[src/hw/rtl/byte_run_length_encoder_core_assert.svh]
// Assertion macros for the byte run-length encoder.
// Included by the top level; relies on clk and rst_n in the including scope.
`ifndef BYTE_RUN_LENGTH_ENCODER_CORE_ASSERT_SVH
`define BYTE_RUN_LENGTH_ENCODER_CORE_ASSERT_SVH

// Same-cycle implication, disabled while in reset.
`define BRLE_ASSERT_IMPL(label, ante, cons) \
    label: assert property (@(posedge clk) disable iff (!rst_n) (ante) |-> (cons)) \
        else $error("%m: assertion failed");

// Next-cycle implication, disabled while in reset.
`define BRLE_ASSERT_NEXT(label, ante, cons) \
    label: assert property (@(posedge clk) disable iff (!rst_n) (ante) |=> (cons)) \
        else $error("%m: assertion failed");

`endif

[src/hw/rtl/brle_pkg.sv]
// Shared types and constants of the byte run-length encoder.
// No dependencies; used by brle_out_if and all modules.
package brle_pkg;

    // Longest run in one pair by default.
    localparam int MAX_RUN_DEF = 255;

    // Output byte counter and capacity width.
    localparam int CAP_W = 24;
    localparam logic [CAP_W-1:0] CAP_RESET = '1;

    // Result queue geometry.
    localparam int QDEPTH = 4;
    localparam int QPTR_W = $clog2(QDEPTH);
    localparam int QLVL_W = $clog2(QDEPTH + 1);

    // Register decode: register index bit of paddr.
    localparam logic REG_CAPACITY = 1'b0;

    // One result item.
    typedef struct packed {
        logic [7:0]       run_count;
        logic [7:0]       run_value;
        logic             overflow_error;
        logic             job_done;
        logic [CAP_W-1:0] bytes_out;
    } brle_res_t;

    // Results produced by one item, first in res0.
    typedef struct packed {
        logic [1:0] cnt;
        brle_res_t  res1;
        brle_res_t  res0;
    } brle_push_t;

endpackage

[src/hw/rtl/brle_if.sv]
// Valid/ready channel interfaces of the byte run-length encoder.
// Depends on brle_pkg for the counter width.
interface brle_in_if;
    logic       valid;
    logic       ready;
    logic [7:0] data_byte;
    logic       final_byte;

    modport source (output valid, output data_byte, output final_byte, input ready);
    modport sink (input valid, input data_byte, input final_byte, output ready);
endinterface

interface brle_out_if;
    logic                        valid;
    logic                        ready;
    logic [7:0]                  run_count;
    logic [7:0]                  run_value;
    logic                        overflow_error;
    logic                        job_done;
    logic [brle_pkg::CAP_W-1:0]  bytes_out;

    modport source (output valid, output run_count, output run_value,
                    output overflow_error, output job_done, output bytes_out,
                    input ready);
    modport sink (input valid, input run_count, input run_value,
                  input overflow_error, input job_done, input bytes_out,
                  output ready);
endinterface

[src/hw/rtl/brle_cfg.sv]
// APB configuration register of the byte run-length encoder.
// Depends on brle_pkg; holds the per-job output capacity.
module brle_cfg (
    input  logic                        clk,
    input  logic                        rst_n,
    input  logic                        psel,
    input  logic                        penable,
    input  logic                        pwrite,
    input  logic [2:0]                  paddr,
    input  logic [31:0]                 pwdata,
    output logic [31:0]                 prdata,
    output logic                        pready,
    output logic [brle_pkg::CAP_W-1:0]  capacity
);
    import brle_pkg::*;

    logic [CAP_W-1:0] cap_reg;
    logic             wr_en;

    assign pready = 1'b1;
    assign wr_en  = psel && penable && pwrite;

    // Capacity register, written in the access phase.
    always_ff @(posedge clk or negedge rst_n)
    begin
        if (!rst_n)
        begin
            cap_reg <= CAP_RESET;
        end
        else if (wr_en && (paddr[2] == REG_CAPACITY))
        begin
            cap_reg <= pwdata[CAP_W-1:0];
        end
    end

    // Read decode; the low address bits are ignored.
    always_comb
    begin
        unique case (paddr[2])
            REG_CAPACITY: prdata = {{(32 - CAP_W){1'b0}}, cap_reg};
            default:      prdata = '0;
        endcase
    end

    assign capacity = cap_reg;

    // Byte lanes are not used by this register file.
    logic unused_low;
    assign unused_low = ^paddr[1:0];

endmodule

[src/hw/rtl/brle_enc.sv]
// Run tracking and pair generation of the byte run-length encoder.
// Depends on brle_pkg; registers one input item and emits up to two results.
module brle_enc #(
    parameter int MAX_RUN = brle_pkg::MAX_RUN_DEF
) (
    input  logic                         clk,
    input  logic                         rst_n,
    input  logic                         in_valid,
    output logic                         in_ready,
    input  logic [7:0]                   data_byte,
    input  logic                         final_byte,
    input  logic [brle_pkg::CAP_W-1:0]   capacity,
    input  logic [brle_pkg::QLVL_W-1:0]  q_level,
    output brle_pkg::brle_push_t         push
);
    import brle_pkg::*;

    localparam logic [7:0] MaxRunW = 8'(MAX_RUN);
    localparam logic [QLVL_W-1:0] RoomLvl = QLVL_W'(QDEPTH - 2);

    // Input register stage.
    logic             stg_valid_reg;
    logic [7:0]       stg_byte_reg;
    logic             stg_last_reg;

    // Job state.
    logic [7:0]       run_byte_reg, run_byte_next;
    logic [7:0]       run_len_reg, run_len_next;
    logic [CAP_W-1:0] total_reg, total_next;
    logic             aborted_reg, aborted_next;

    logic             advance;
    brle_push_t       push_c;

    // The stage moves on when the result queue has room for two results.
    assign advance  = stg_valid_reg && (q_level <= RoomLvl);
    assign in_ready = !stg_valid_reg || advance;

    always_ff @(posedge clk or negedge rst_n)
    begin
        if (!rst_n)
        begin
            stg_valid_reg <= 1'b0;
        end
        else if (in_ready)
        begin
            stg_valid_reg <= in_valid;
        end
    end

    always_ff @(posedge clk)
    begin
        if (in_ready && in_valid)
        begin
            stg_byte_reg <= data_byte;
            stg_last_reg <= final_byte;
        end
    end

    // Run update, capacity checks and result building for the staged item.
    always_comb
    begin
        logic [CAP_W:0] sum0;
        logic [CAP_W:0] sum1;
        logic           done;

        run_byte_next = run_byte_reg;
        run_len_next  = run_len_reg;
        total_next    = total_reg;
        aborted_next  = aborted_reg;
        push_c        = '0;
        done          = 1'b0;
        sum0          = {1'b0, total_reg} + (CAP_W + 1)'(2);
        sum1          = '0;

        if (aborted_reg)
        begin
            // Dropping the rest of an overflowed job.
            if (stg_last_reg)
            begin
                run_byte_next = '0;
                run_len_next  = '0;
                total_next    = '0;
                aborted_next  = 1'b0;
            end
            done = 1'b1;
        end
        else if (run_len_reg == 8'd0)
        begin
            run_byte_next = stg_byte_reg;
            run_len_next  = 8'd1;
        end
        else if ((stg_byte_reg != run_byte_reg) || (run_len_reg >= MaxRunW))
        begin
            push_c.cnt = 2'd1;
            if (sum0 > {1'b0, capacity})
            begin
                // Closed run does not fit: error result ends the job.
                push_c.res0.overflow_error = 1'b1;
                push_c.res0.job_done       = 1'b1;
                push_c.res0.bytes_out      = total_reg;
                if (stg_last_reg)
                begin
                    run_byte_next = '0;
                    run_len_next  = '0;
                    total_next    = '0;
                end
                else
                begin
                    aborted_next = 1'b1;
                end
                done = 1'b1;
            end
            else
            begin
                push_c.res0.run_count = run_len_reg;
                push_c.res0.run_value = run_byte_reg;
                push_c.res0.bytes_out = sum0[CAP_W-1:0];
                total_next            = sum0[CAP_W-1:0];
                run_byte_next         = stg_byte_reg;
                run_len_next          = 8'd1;
            end
        end
        else
        begin
            run_len_next = run_len_reg + 8'd1;
        end

        // Last byte of the job closes the open run.
        if (stg_last_reg && !done)
        begin
            sum1 = {1'b0, total_next} + (CAP_W + 1)'(2);
            if (push_c.cnt == 2'd1)
            begin
                push_c.res1.job_done = 1'b1;
                if (sum1 > {1'b0, capacity})
                begin
                    push_c.res1.overflow_error = 1'b1;
                    push_c.res1.bytes_out      = total_next;
                end
                else
                begin
                    push_c.res1.run_count = run_len_next;
                    push_c.res1.run_value = run_byte_next;
                    push_c.res1.bytes_out = sum1[CAP_W-1:0];
                end
                push_c.cnt = 2'd2;
            end
            else
            begin
                push_c.res0.job_done = 1'b1;
                if (sum1 > {1'b0, capacity})
                begin
                    push_c.res0.overflow_error = 1'b1;
                    push_c.res0.bytes_out      = total_next;
                end
                else
                begin
                    push_c.res0.run_count = run_len_next;
                    push_c.res0.run_value = run_byte_next;
                    push_c.res0.bytes_out = sum1[CAP_W-1:0];
                end
                push_c.cnt = 2'd1;
            end
            run_byte_next = '0;
            run_len_next  = '0;
            total_next    = '0;
            aborted_next  = 1'b0;
        end
    end

    // Job state registers update only when the staged item is processed.
    always_ff @(posedge clk or negedge rst_n)
    begin
        if (!rst_n)
        begin
            run_byte_reg <= '0;
            run_len_reg  <= '0;
            total_reg    <= '0;
            aborted_reg  <= 1'b0;
        end
        else if (advance)
        begin
            run_byte_reg <= run_byte_next;
            run_len_reg  <= run_len_next;
            total_reg    <= total_next;
            aborted_reg  <= aborted_next;
        end
    end

    always_comb
    begin
        push = push_c;
        if (!advance)
        begin
            push.cnt = 2'd0;
        end
    end

endmodule

[src/hw/rtl/brle_fifo.sv]
// Result queue of the byte run-length encoder.
// Depends on brle_pkg; takes up to two results per cycle, gives one.
module brle_fifo (
    input  logic                         clk,
    input  logic                         rst_n,
    input  brle_pkg::brle_push_t         push,
    input  logic                         pop,
    output logic                         not_empty,
    output brle_pkg::brle_res_t          head,
    output logic [brle_pkg::QLVL_W-1:0]  level
);
    import brle_pkg::*;

    brle_res_t          mem_reg [QDEPTH];
    logic [QPTR_W-1:0]  wr_ptr_reg, rd_ptr_reg;
    logic [QLVL_W-1:0]  level_reg;
    logic [QPTR_W-1:0]  wr_ptr_1;

    assign wr_ptr_1 = wr_ptr_reg + QPTR_W'(1);

    // Storage writes; the second result goes one slot after the first.
    always_ff @(posedge clk)
    begin
        if (push.cnt != 2'd0)
        begin
            mem_reg[wr_ptr_reg] <= push.res0;
        end
        if (push.cnt == 2'd2)
        begin
            mem_reg[wr_ptr_1] <= push.res1;
        end
    end

    // Pointers and fill level.
    always_ff @(posedge clk or negedge rst_n)
    begin
        if (!rst_n)
        begin
            wr_ptr_reg <= '0;
            rd_ptr_reg <= '0;
            level_reg  <= '0;
        end
        else
        begin
            wr_ptr_reg <= wr_ptr_reg + QPTR_W'(push.cnt);
            if (pop)
            begin
                rd_ptr_reg <= rd_ptr_reg + QPTR_W'(1);
            end
            level_reg <= level_reg + QLVL_W'(push.cnt) - QLVL_W'(pop);
        end
    end

    assign not_empty = (level_reg != '0);
    assign head      = mem_reg[rd_ptr_reg];
    assign level     = level_reg;

endmodule

[src/hw/rtl/byte_run_length_encoder_core.sv]
// Byte run-length encoder: turns a byte stream into (count, value) pairs.
// Channels: in_ch takes one byte per item with final_byte marking the last
// byte of a job; out_ch gives result items (run_count, run_value,
// overflow_error, job_done, bytes_out). Both use valid/ready, an item moves
// when both are high. The APB port holds output_capacity at address 0.
// An accepted item waits in the input register; its results are then written
// to the result queue. Throughput: one byte per cycle while the queue has
// room; an item that closes a run and ends the job yields two results, which
// drain at one per cycle through a four-entry result queue while out_ch.ready
// is high. The input register takes a new item whenever the queue has room
// for two results. A stalled receiver backs up the queue, after which
// in_ch.ready drops; nothing is lost. Reset clears run, counter and abort
// state, empties the queue and sets the capacity to its maximum.
// Depends on brle_pkg, brle_if, brle_cfg, brle_enc and brle_fifo.
`include "byte_run_length_encoder_core_assert.svh"

module byte_run_length_encoder_core #(
    parameter int MAX_RUN = brle_pkg::MAX_RUN_DEF
) (
    input  logic         clk,
    input  logic         rst_n,
    brle_in_if.sink      in_ch,
    brle_out_if.source   out_ch,
    input  logic         psel,
    input  logic         penable,
    input  logic         pwrite,
    input  logic [2:0]   paddr,
    input  logic [31:0]  pwdata,
    output logic [31:0]  prdata,
    output logic         pready
);
    import brle_pkg::*;

    logic [CAP_W-1:0]   capacity;
    logic [QLVL_W-1:0]  q_level;
    brle_push_t         push;
    brle_res_t          head;
    logic               not_empty;
    logic               pop;

    // Configuration register.
    brle_cfg u_cfg (
        .clk      (clk),
        .rst_n    (rst_n),
        .psel     (psel),
        .penable  (penable),
        .pwrite   (pwrite),
        .paddr    (paddr),
        .pwdata   (pwdata),
        .prdata   (prdata),
        .pready   (pready),
        .capacity (capacity)
    );

    // Run tracking and pair generation.
    brle_enc #(
        .MAX_RUN (MAX_RUN)
    ) u_enc (
        .clk        (clk),
        .rst_n      (rst_n),
        .in_valid   (in_ch.valid),
        .in_ready   (in_ch.ready),
        .data_byte  (in_ch.data_byte),
        .final_byte (in_ch.final_byte),
        .capacity   (capacity),
        .q_level    (q_level),
        .push       (push)
    );

    // Result queue toward the output channel.
    brle_fifo u_fifo (
        .clk       (clk),
        .rst_n     (rst_n),
        .push      (push),
        .pop       (pop),
        .not_empty (not_empty),
        .head      (head),
        .level     (q_level)
    );

    assign pop                   = not_empty && out_ch.ready;
    assign out_ch.valid          = not_empty;
    assign out_ch.run_count      = head.run_count;
    assign out_ch.run_value      = head.run_value;
    assign out_ch.overflow_error = head.overflow_error;
    assign out_ch.job_done       = head.job_done;
    assign out_ch.bytes_out      = head.bytes_out;

    // The queue never overfills.
    `BRLE_ASSERT_IMPL(a_queue_bound, 1'b1, q_level <= QLVL_W'(QDEPTH))
    // A double push only happens with room for both results.
    `BRLE_ASSERT_IMPL(a_push_room, push.cnt == 2'd2, q_level <= QLVL_W'(QDEPTH - 2))
    // An error result ends its job and carries no pair.
    `BRLE_ASSERT_IMPL(a_err_last, out_ch.valid && out_ch.overflow_error,
                      out_ch.job_done && (out_ch.run_count == 8'd0))
    // A regular pair always has a nonzero run length.
    `BRLE_ASSERT_IMPL(a_pair_len, out_ch.valid && !out_ch.overflow_error,
                      out_ch.run_count != 8'd0)

endmodule

[src/flat_wrapper.sv]
// flat-port wrapper written by rule: the top's interface ports become plain ports
module byte_run_length_encoder_core_flat import brle_pkg::*;
#(
    parameter int MAX_RUN = brle_pkg::MAX_RUN_DEF
)
  (clk, rst_n, psel, penable, pwrite, paddr, pwdata, prdata, pready, in_ch_valid, in_ch_data_byte, in_ch_final_byte, in_ch_ready, out_ch_valid, out_ch_run_count, out_ch_run_value, out_ch_overflow_error, out_ch_job_done, out_ch_bytes_out, out_ch_ready);
  brle_in_if in_ch_i ();
  brle_out_if out_ch_i ();
  input  logic clk;
  input  logic rst_n;
  input  logic psel;
  input  logic penable;
  input  logic pwrite;
  input  logic [2:0] paddr;
  input  logic [31:0] pwdata;
  output logic [31:0] prdata;
  output logic pready;
  input wire logic [$bits(in_ch_i.valid)-1:0] in_ch_valid;
  input wire logic [$bits(in_ch_i.data_byte)-1:0] in_ch_data_byte;
  input wire logic [$bits(in_ch_i.final_byte)-1:0] in_ch_final_byte;
  output wire logic [$bits(in_ch_i.ready)-1:0] in_ch_ready;
  output wire logic [$bits(out_ch_i.valid)-1:0] out_ch_valid;
  output wire logic [$bits(out_ch_i.run_count)-1:0] out_ch_run_count;
  output wire logic [$bits(out_ch_i.run_value)-1:0] out_ch_run_value;
  output wire logic [$bits(out_ch_i.overflow_error)-1:0] out_ch_overflow_error;
  output wire logic [$bits(out_ch_i.job_done)-1:0] out_ch_job_done;
  output wire logic [$bits(out_ch_i.bytes_out)-1:0] out_ch_bytes_out;
  input wire logic [$bits(out_ch_i.ready)-1:0] out_ch_ready;
  assign in_ch_i.valid = in_ch_valid;
  assign in_ch_i.data_byte = in_ch_data_byte;
  assign in_ch_i.final_byte = in_ch_final_byte;
  assign in_ch_ready = in_ch_i.ready;
  assign out_ch_valid = out_ch_i.valid;
  assign out_ch_run_count = out_ch_i.run_count;
  assign out_ch_run_value = out_ch_i.run_value;
  assign out_ch_overflow_error = out_ch_i.overflow_error;
  assign out_ch_job_done = out_ch_i.job_done;
  assign out_ch_bytes_out = out_ch_i.bytes_out;
  assign out_ch_i.ready = out_ch_ready;
  byte_run_length_encoder_core #(.MAX_RUN(MAX_RUN)) u_core (.clk(clk), .rst_n(rst_n), .in_ch(in_ch_i), .out_ch(out_ch_i), .psel(psel), .penable(penable), .pwrite(pwrite), .paddr(paddr), .pwdata(pwdata), .prdata(prdata), .pready(pready));
endmodule
[config.mk]
export PLATFORM = sky130hd
export DESIGN_NAME = byte_run_length_encoder_core_flat
export DESIGN_NICKNAME = d
export VERILOG_FILES = /design/src/hw/rtl/brle_pkg.sv /design/src/hw/rtl/brle_if.sv /design/src/hw/rtl/brle_cfg.sv /design/src/hw/rtl/brle_enc.sv /design/src/hw/rtl/brle_fifo.sv /design/src/hw/rtl/byte_run_length_encoder_core.sv /design/src/flat_wrapper.sv
export VERILOG_INCLUDE_DIRS = /design/src /design/src/hw/rtl
export SDC_FILE = /design/constraint.sdc
export NUM_CORES = 1
export LEC_CHECK = 0
export ABC_CLOCK_PERIOD_IN_PS = 12600
export BUFFER_PORTS_ARGS = -buffer_cell sky130_fd_sc_hd__clkbuf_2
export CORE_MARGIN = 4
export CORE_UTILIZATION = 60
export CTS_CLUSTER_DIAMETER = 60
export CTS_CLUSTER_SIZE = 10
export DETAILED_ROUTE_END_ITERATION = 16
export PLACE_DENSITY = 0.84
export SETUP_SLACK_MARGIN = 0.2
export SKIP_CTS_REPAIR_TIMING = 1
export SLEW_MARGIN = 5
export SYNTH_ARGS = -nofsm -noshare
export SYNTH_HDL_FRONTEND = slang
export SYNTH_HIERARCHICAL = 1
export SYNTH_SLANG_ARGS = --single-unit
[constraint.sdc]
create_clock -name clk -period 12.6 [get_ports clk]
set_input_delay 2.52 -clock clk [delete_from_list [all_inputs] [get_ports clk]]
set_output_delay 2.52 -clock clk [all_outputs]
set_load 0.005 [all_outputs]
# After elaboration in Yosys (flattened, before gate mapping)
# Memories as Yosys holds them, arrays and structs flattened.
# Index checks and enable logic that the tools add are counted.
[word_totals] mem_bits_ro=0 latchBits=0 mem_count=1 regBits=82 word_cells=94 ram_bits=168 in_bits=51
[classes] add_sub_neg=8 n_lt_le_gt_ge=4 eq_ne=3 n_mul=0 shifts=0 muxes=52 bitwise_logic=1 n_div=0 n_reduce_logical=14
[mem_list] memory="u_core.u_fifo.mem_reg" depth=4 width=42 rd=1 rd_ports_with_merged_regs=0 wr=2 line="brle_fifo.sv:14" text="brle_res_t mem_reg [QDEPTH];"
[ops] operator="2-to-1 mux 24 bit" count=9
[ops] operator="2-to-1 mux 42 bit" count=5
[ops] operator="2-to-1 mux 8 bit" count=12
[ops] operator="2-to-1 mux 86 bit" count=1
[ops] operator="adder 24 x 2 -> 25 bit (second input constant)" count=2
[ops] operator="greater-than comparator 25 x 24 -> 1 bit" count=2
[ops] operator="2-to-1 mux 16 bit" count=3
[ops] operator="2-to-1 mux 1 bit" count=19
[ops] operator="adder 8 x 1 -> 8 bit (second input constant)" count=1
[ops] operator="greater-or-equal comparator 8 bit (second input constant)" count=1
[ops] operator="logical NOT 8 bit" count=1
[ops] operator="!= test 8 bit" count=1
[ops] operator="logical AND 1 bit" count=7
[ops] operator="2-to-1 mux 2 bit" count=3
[ops] operator="adder 2 x 1 -> 2 bit (second input constant)" count=2
[ops] operator="adder 3 x 2 -> 3 bit" count=1
[ops] operator="<= comparator 3 x 2 -> 1 bit (second input constant)" count=1
[ops] operator="nonzero test 3 bit" count=1
[ops] operator="subtractor 3 x 1 -> 3 bit" count=1
[ops] operator="adder 2 bit" count=1
[ops] operator="== test 2 x 1 -> 1 bit (second input constant)" count=1
[ops] operator="== test 2 bit (second input constant)" count=1
[ops] operator="logical NOT 1 bit" count=2
[ops] operator="logical OR 1 bit" count=2
[ops] operator="other kinds (2)" count=2

# Longest topological paths before layout
# Gate-level depths: netlist (run 1).
[logic_depth] word_depth=15 depth_mapped=37 depth_no_buf=34

# Cells and area by module
# Netlist (run 1), hierarchy kept.
[modules_own_cells] mod="brle_fifo" instances=1 cells_each=446 seq_area_each_um2=5220.0 area_per_inst_um2=8593.2
[modules_own_cells] mod="brle_enc" instances=1 cells_each=867 seq_area_each_um2=1321.3 area_per_inst_um2=6660.1
[modules_own_cells] mod="brle_cfg" instances=1 cells_each=88 seq_area_each_um2=630.6 area_per_inst_um2=1257.5
[modules_own_cells] mod="byte_run_length_encoder_core" instances=1 cells_each=1 seq_area_each_um2=0.0 area_per_inst_um2=6.3

# Worst setup path after synthesis (run 1)
# No wires, ideal clock.
[synth_timing] path_type="reg2reg" startpoint="register u_core.u_enc.total_reg[1]" endpoint="memory u_core/u_fifo/mem_reg[0][0] in the netlist's numbering, enable pin" path_buffers=5 period_less_slack_ns=9.206 required_ns=12.096 setup_slack_ns=3.394 stages_incl_launch_ff=26 arrival_time_ns=8.701 path_cell_list="dfrtp_1 -> ha_1 -> nand2_1 -> or3_1 -> clkbuf_1 -> nor3_1 -> nand3_1 -> and2_1 -> or2_2 -> ha_1 -> and3_1 -> a221o_1 -> a31oi_1 -> o21a_2 -> nand2_1 -> clkbuf_1 -> a21oi_1 -> nand2_1 -> inv_1 -> clkbuf_1 -> buf_1 -> ha_1 -> and3_1 -> buf_2 -> nor2_1 -> o31ai_1"
[synth_rtl] item="from (decl)" line="brle_enc.sv:29" text="logic [CAP_W-1:0] total_reg, total_next;"
[synth_rtl] item="from (signal assigned)" line="brle_enc.sv:186" text="total_reg <= total_next;"
[synth_rtl] item="to (decl)" line="brle_fifo.sv:14"

==> results of run 1 <==
-- layout make-up --
class                   count  share of cell area, %
flip-flops and latches    250                   40.1
repair buffers            129                   3.91
multi-input cells         996                   47.8
clock buffers              51                   4.57
inverters                  50                   1.05
clock inverters             2                  0.161
well taps                 341                   2.38
-- report_power, final --
part           total (W)  switching (W)  internal [W]
clock network   0.000762       0.000325      0.000437
logic            0.00116       0.000669      0.000492
registers        0.00118      0.0000831       0.00110
-- placed cells by master (no fill, tap or decap), drive strengths merged, types with 17 or more instances in the layout --
master  Yosys  routed
ha         57      57
o31ai      29      29
nand3      39      39
nor3       31      31
and3       18      18
xnor2      57      57
buf        74      22
o22ai      21      21
xor2       29      29
mux2      192     192
inv        50      52
a21oi      34      34
edfxtp    177     177
nor2b      24      24
mux4       42      42
dfstp      24      24
nor2       73      73
a22o       34      34
dfrtp      49      49
nand2      87      87
nand4      17      17
clkbuf     45     158
o21ai      36      36
-- kinds of logic after synthesis --
family,Yosys count,synth area share (%)
compound gates,241,10.7
xor+xnor,86,4.56
fa+ha+maj,58,4.44
buf+inv,169,5.44
flops,250,43.4
mux,244,20.1
other cells,3,0.0682
simple gates,351,11.3
-- per-stage QoR --
| step | power [W] | utilization (%) | hold WS, ps |
|---|---|---|---|
| after floorplan | 0.00197 | - | 488 |
| after global placement | 0.00231 | 63.1 | 466 |
| after detailed placement | 0.00235 | 63.1 | 477 |
| after CTS | 0.00312 | 66.2 | 488 |
| after global routing | 0.00326 | 66.2 | 500 |
| final | 0.00311 | 66.2 | 487 |
-- layer usage --
| layer | wire length (um) | part of all wire [%] | global-route usage, % |
|---|---|---|---|
| met2 | 19400 | 45 | 43.4 |
| met1 | 18100 | 42 | 40.7 |
| met5 | 0 | 0 | 0 |
| met3 | 4310 | 10 | 4.52 |
| met4 | 977 | 2.3 | 7.42 |
-- final timing paths --
| path | slack (ps) | cells after the start | endpoint |
|---|---|---|---|
| max | 1450 | 29 | u_core/u_fifo/mem_reg[0][7]$_DFFE_PP_ |
| min in group asynchronous | 1920 | 1 | u_core/u_cfg/capacity[10]$_DFFE_PN1P_ |
| min | 490 | 1 | u_core/u_fifo/rd_ptr_reg[0]$_DFFE_PN0P_ |
| min reg2reg | 490 | 1 | u_core/u_fifo/rd_ptr_reg[0]$_DFFE_PN0P_ |
| max in group asynchronous | 9660 | 2 | u_core/u_fifo/rd_ptr_reg[0]$_DFFE_PN0P_ |
| max reg2reg | 1450 | 29 | u_core/u_fifo/mem_reg[0][7]$_DFFE_PP_ |
==> flow_metrics.env, run 1 <==
export IMPL_hpwl_um=28400
export IMPL_ir_worst_vdd_mv=0.157
export IMPL_dp_cells=1766
export IMPL_yosysMostFrequentCell="edfxtp_1"
export IMPL_final_hold_viol_count=0
export IMPL_synth_cell_area_sq_um=16500
export IMPL_pre_cts_ws_ps=1960
export IMPL_worstPathRequired_ps=13020
export IMPL_crit_fanout=22
export IMPL_crit_slowest_cell="or4_1"
export IMPL_regArea_sq_um=7170
export IMPL_vias=12000
export IMPL_hp_class="reg -> reg"
export IMPL_drive_gt1_share_pct=31.1
export IMPL_gp_congestion=0.987
export IMPL_grt_ovfl_total=0
export IMPL_path_clk_slew_ps=60
export IMPL_cp_arrival_ps=11570
export IMPL_yosysTopAreaCell="edfxtp_1"
export IMPL_final_period_utilization_pct=88.5
export IMPL_slew_limit_headroom_pct=18.9
export IMPL_maxCapViolCount=0
export IMPL_portBuffers=108
export IMPL_cp_end_kind="flip-flop"
export IMPL_grt_use_total_pct=27.7
export IMPL_grt_max_degree=70
export IMPL_die_h_um=174
export IMPL_start_util_pct=61.1
export IMPL_vias_per_cell=6.62
export IMPL_crit_type="reg -> reg"
export IMPL_core_sq_um=27000
export IMPL_synth_seq_cells=250
export IMPL_worst_pin_slew_ps=1210
export IMPL_synth_distinct_cells=86
export IMPL_post_dp_cell_area_sq_um=17100
export IMPL_cp_start_kind="flip-flop"
export IMPL_synth_top_area_share_pct=32.2
export IMPL_fmax_mhz=89.7
export IMPL_cpMostUsedCell="a21o_1"
export IMPL_power_leakage_nw=7.22
export IMPL_synthTopCellsByArea="edfxtp_1 32%, mux2_2 11%, dfrtp_1 7.4%, mux4_2 5.7%, ha_1 4.3%"
export IMPL_crit_buf_inv=1
export IMPL_root_buffer="clkbuf_16"
export IMPL_ant_nets=0
export IMPL_multiInputGateArea_sq_um=8560
export IMPL_wire_per_inst_um=23.5
export IMPL_drv_slew=0
export IMPL_setup_tns_ps=0
export IMPL_cts_tree="built"
export IMPL_drt_iter0_drc=1393
export IMPL_remaining_drc_errors=0
export IMPL_cp_slowest_stage_delay_ps=990
export IMPL_design_area_sq_um=17900
export IMPL_antenna_found_initial=0
export IMPL_grt_pass1_wl_um=68000
export IMPL_finalSetupViolations=0
export IMPL_fp_dieW_um=174
export IMPL_pin_count=128
export IMPL_fill_cells=2002
export IMPL_synth_edf_count=177
export IMPL_area_growth_pct=8.36
export IMPL_clock_tree_htree_level_count=1
export IMPL_min_period_ps=11150
export IMPL_grt_pass1_vias=12200
export IMPL_crit_start="u_core/u_enc/total_reg[4]$_DFFE_PN0P_"
export IMPL_hp_start="u_core/u_fifo/rd_ptr_reg[0]$_DFFE_PN0P_"
export IMPL_rows=60
export IMPL_power_density_nw_per_um2=174
export IMPL_seq_area_frac_synth_pct=43.4
export IMPL_synthFlopType="edfxtp_1"
export IMPL_cts_buffers=29
export IMPL_fin_nets=1565
export IMPL_cts_buffer_depth=3
export IMPL_synthesis_instances=1402
export IMPL_status="finished clean"
export IMPL_yosysWarnings=6
export IMPL_r2r_start="u_core/u_enc/total_reg[4]$_DFFE_PN0P_"
export IMPL_die_area_sq_um=30200
export IMPL_syn_avg_cell_area_sq_um=11.8
export IMPL_fin_cells=1819
export IMPL_cp_top_family="simple AND/OR/NAND/NOR gates"
export IMPL_num_antenna_cells=0
export IMPL_dr_pass1_iters=7
export IMPL_timing_final_ws_setup_ps=1450
export IMPL_async_reset_ff_share_pct=29.2
export IMPL_rsz0062_at_grt="no"
export IMPL_clock_sinks=250
export IMPL_worst_clock_skew_ps=11.5
export IMPL_routed_wl_um=42800
export IMPL_largest_reg_flops=168
export IMPL_clock_latency_ps=560
export IMPL_synth_common_cells="177 x edfxtp_1, 162 x mux2_2, 87 x nand2_1"
No activity file was read; power rests on OpenSTA's default activity.
==> inputs of run 2 (changes only) <==
--- a/config.mk
+++ b/config.mk
@@ -10,6 +10,7 @@
 export BUFFER_PORTS_ARGS = -buffer_cell sky130_fd_sc_hd__clkbuf_2
 export CORE_MARGIN = 4
 export CORE_UTILIZATION = 60
+export CTS_BUF_LIST = sky130_fd_sc_hd__clkbuf_2
 export CTS_CLUSTER_DIAMETER = 60
 export CTS_CLUSTER_SIZE = 10
 export DETAILED_ROUTE_END_ITERATION = 16
==> run 2 against run 1 <==
Via count decreased by 0.79%. Worst setup slack got worse by 22 ps. Clock power decreased by 50%. Sequential power about the same. Worst hold slack improved by 16 ps. Core utilization decreased by 2.1 points. Die area unchanged. First-iteration DRC count increased by 5.7%. Critical path type unchanged.
==> flow_metrics.env, run 2 (same netlist as run 1, synthesis figures left out) <==
export IMPL_final_common_cell="edfxtp_1"
export IMPL_crit_fanout=22
export IMPL_pin_count=128
export IMPL_fin_cells=1821
export IMPL_power_density_nw_per_um2=157
export IMPL_cts_buffers=29
export IMPL_cp_slowest_stage_delay_ps=1000
export IMPL_combPwrFrac_pct=42.6
export IMPL_root_buffer="clkbuf_2"
export IMPL_grt_max_degree=70
export IMPL_min_period_ps=11170
export IMPL_cts_tree="built"
export IMPL_wire_per_inst_um=23.1
export IMPL_antenna_found_initial=2
export IMPL_ant_nets=0
export IMPL_fp_dieW_um=174
export IMPL_rows=60
export IMPL_core_sq_um=27000
export IMPL_setup_tns_ps=0
export IMPL_cts_buffer_depth=3
export IMPL_grt_use_total_pct=27.3
export IMPL_cpMostUsedCell="a21o_1"
export IMPL_die_area_sq_um=30200
export IMPL_cp_top_family="compound AO/OA/AOI/OAI gates"
export IMPL_dp_cells=1766
export IMPL_post_dp_cell_area_sq_um=17100
export IMPL_gp_congestion=0.987
export IMPL_drive_gt1_share_pct=32.4
export IMPL_hp_class="reg -> reg"
export IMPL_clock_latency_ps=960
export IMPL_worst_clock_skew_ps=113
export IMPL_drv_slew=0
export IMPL_pwr_share_seq_pct=43.4
export IMPL_hpwl_um=28400
export IMPL_status="finished clean"
export IMPL_fmax_mhz=89.5
export IMPL_grt_pass1_wl_um=66900
export IMPL_area_growth_pct=4.89
export IMPL_design_area_sq_um=17300
export IMPL_routed_wl_um=42000
export IMPL_rsz0062_at_grt="no"
export IMPL_p_int_w=0.00169
export IMPL_crit_slowest_cell="or4_1"
export IMPL_maxCapViolCount=0
export IMPL_cp_end_kind="flip-flop"
export IMPL_portBuffers=108
export IMPL_path_clk_slew_ps=220
export IMPL_remaining_drc_errors=0
export IMPL_slew_limit_headroom_pct=24.4
export IMPL_p_sw_w=0.00102
export IMPL_drt_iter0_drc=1473
export IMPL_grt_pass1_vias=12100
export IMPL_finalPower_w=0.00271
export IMPL_fin_nets=1565
export IMPL_start_util_pct=61.1
export IMPL_crit_type="reg -> reg"
export IMPL_grt_ovfl_total=0
export IMPL_cp_arrival_ps=11930
export IMPL_die_h_um=174
export IMPL_power_leakage_nw=7.03
export IMPL_finalSetupViolations=0
export IMPL_ir_worst_vdd_mv=0.157
export IMPL_clock_sinks=250
export IMPL_swShare_pct=37.6
export IMPL_final_hold_viol_count=0
export IMPL_cp_start_kind="flip-flop"
export IMPL_worstPathRequired_ps=13360
export IMPL_final_period_utilization_pct=88.7
export IMPL_clock_tree_htree_level_count=1
export IMPL_vias_per_cell=6.56
export IMPL_dr_pass1_iters=5
export IMPL_crit_buf_inv=1
export IMPL_final_cell_mix="177 x edfxtp_1, 162 x mux2_2, 157 x clkbuf_2"
export IMPL_clockPowerShare_pct=14.0
export IMPL_vias=12000
export IMPL_worst_pin_slew_ps=1120
export IMPL_largest_reg_flops=168
[run 2: power groups by stage]
stage | sequential (W) | combinational [W] | clock, W
5_1_grt | 0.00119 | 0.00125 | 0.000427
6_report | 0.00118 | 0.00116 | 0.000379
3_5_place_dp | 0.00120 | 0.00115 | 0
3_3_place_gp | 0.00118 | 0.00112 | 0
4_1_cts | 0.00118 | 0.00116 | 0.000391
2_1_floorplan | 0.00117 | 0.000801 | 0
[run 2: path summary, 6_finish.rpt]
check,from,end,slack (ps),cells past startpoint
setup reg to reg,u_core/u_enc/total_reg[1]$_DFFE_PN0P_,u_core/u_fifo/mem_reg[0][7]$_DFFE_PP_,1430,30
max in group asynchronous,rst_n,u_core/u_enc/total_reg[14]$_DFFE_PN0P_,10050,2
hold / removal,u_core/u_fifo/rd_ptr_reg[0]$_DFFE_PN0P_,u_core/u_fifo/rd_ptr_reg[0]$_DFFE_PN0P_,500,1
setup / recovery,u_core/u_enc/total_reg[1]$_DFFE_PN0P_,u_core/u_fifo/mem_reg[0][7]$_DFFE_PP_,1430,30
min in group asynchronous,rst_n,u_core/u_cfg/capacity[10]$_DFFE_PN1P_,1560,1
hold reg to reg,u_core/u_fifo/rd_ptr_reg[0]$_DFFE_PN0P_,u_core/u_fifo/rd_ptr_reg[0]$_DFFE_PN0P_,500,1
[run 2: layout make-up]
| type | instances | area (sq um) |
|---|---|---|
| Antenna cell | 2 | 5.00 |
| Clock buffer | 50 | 250 |
| Clock inverter | 3 | 20.0 |
| Fill cell | 2073 | 9700 |
| Inverter | 50 | 188 |
| Multi-Input combinational cell | 996 | 8560 |
| Sequential cell | 250 | 7170 |
| Tap cell | 341 | 427 |
| Timing Repair Buffer | 129 | 701 |
[run 2: metrics by stage]
stage	hold WS [ps]	setup WS, ps	utilization (%)
final	503	1430	64.1
after CTS	503	1840	64.1
after global placement	466	2120	63.1
after global routing	519	1030	64.1
after detailed placement	477	1960	63.1
after floorplan	488	3390	-
[run 2: routing by layer]
metal | track usage (%) | up-vias | share of wire (%)
met5 | 0 | - | 0
met4 | 7.82 | 0 | 2.4
met3 | 4.50 | 100 | 9.8
met2 | 42.5 | 686 | 45
met1 | 39.9 | 5790 | 43
li1 | - | 5377 | -
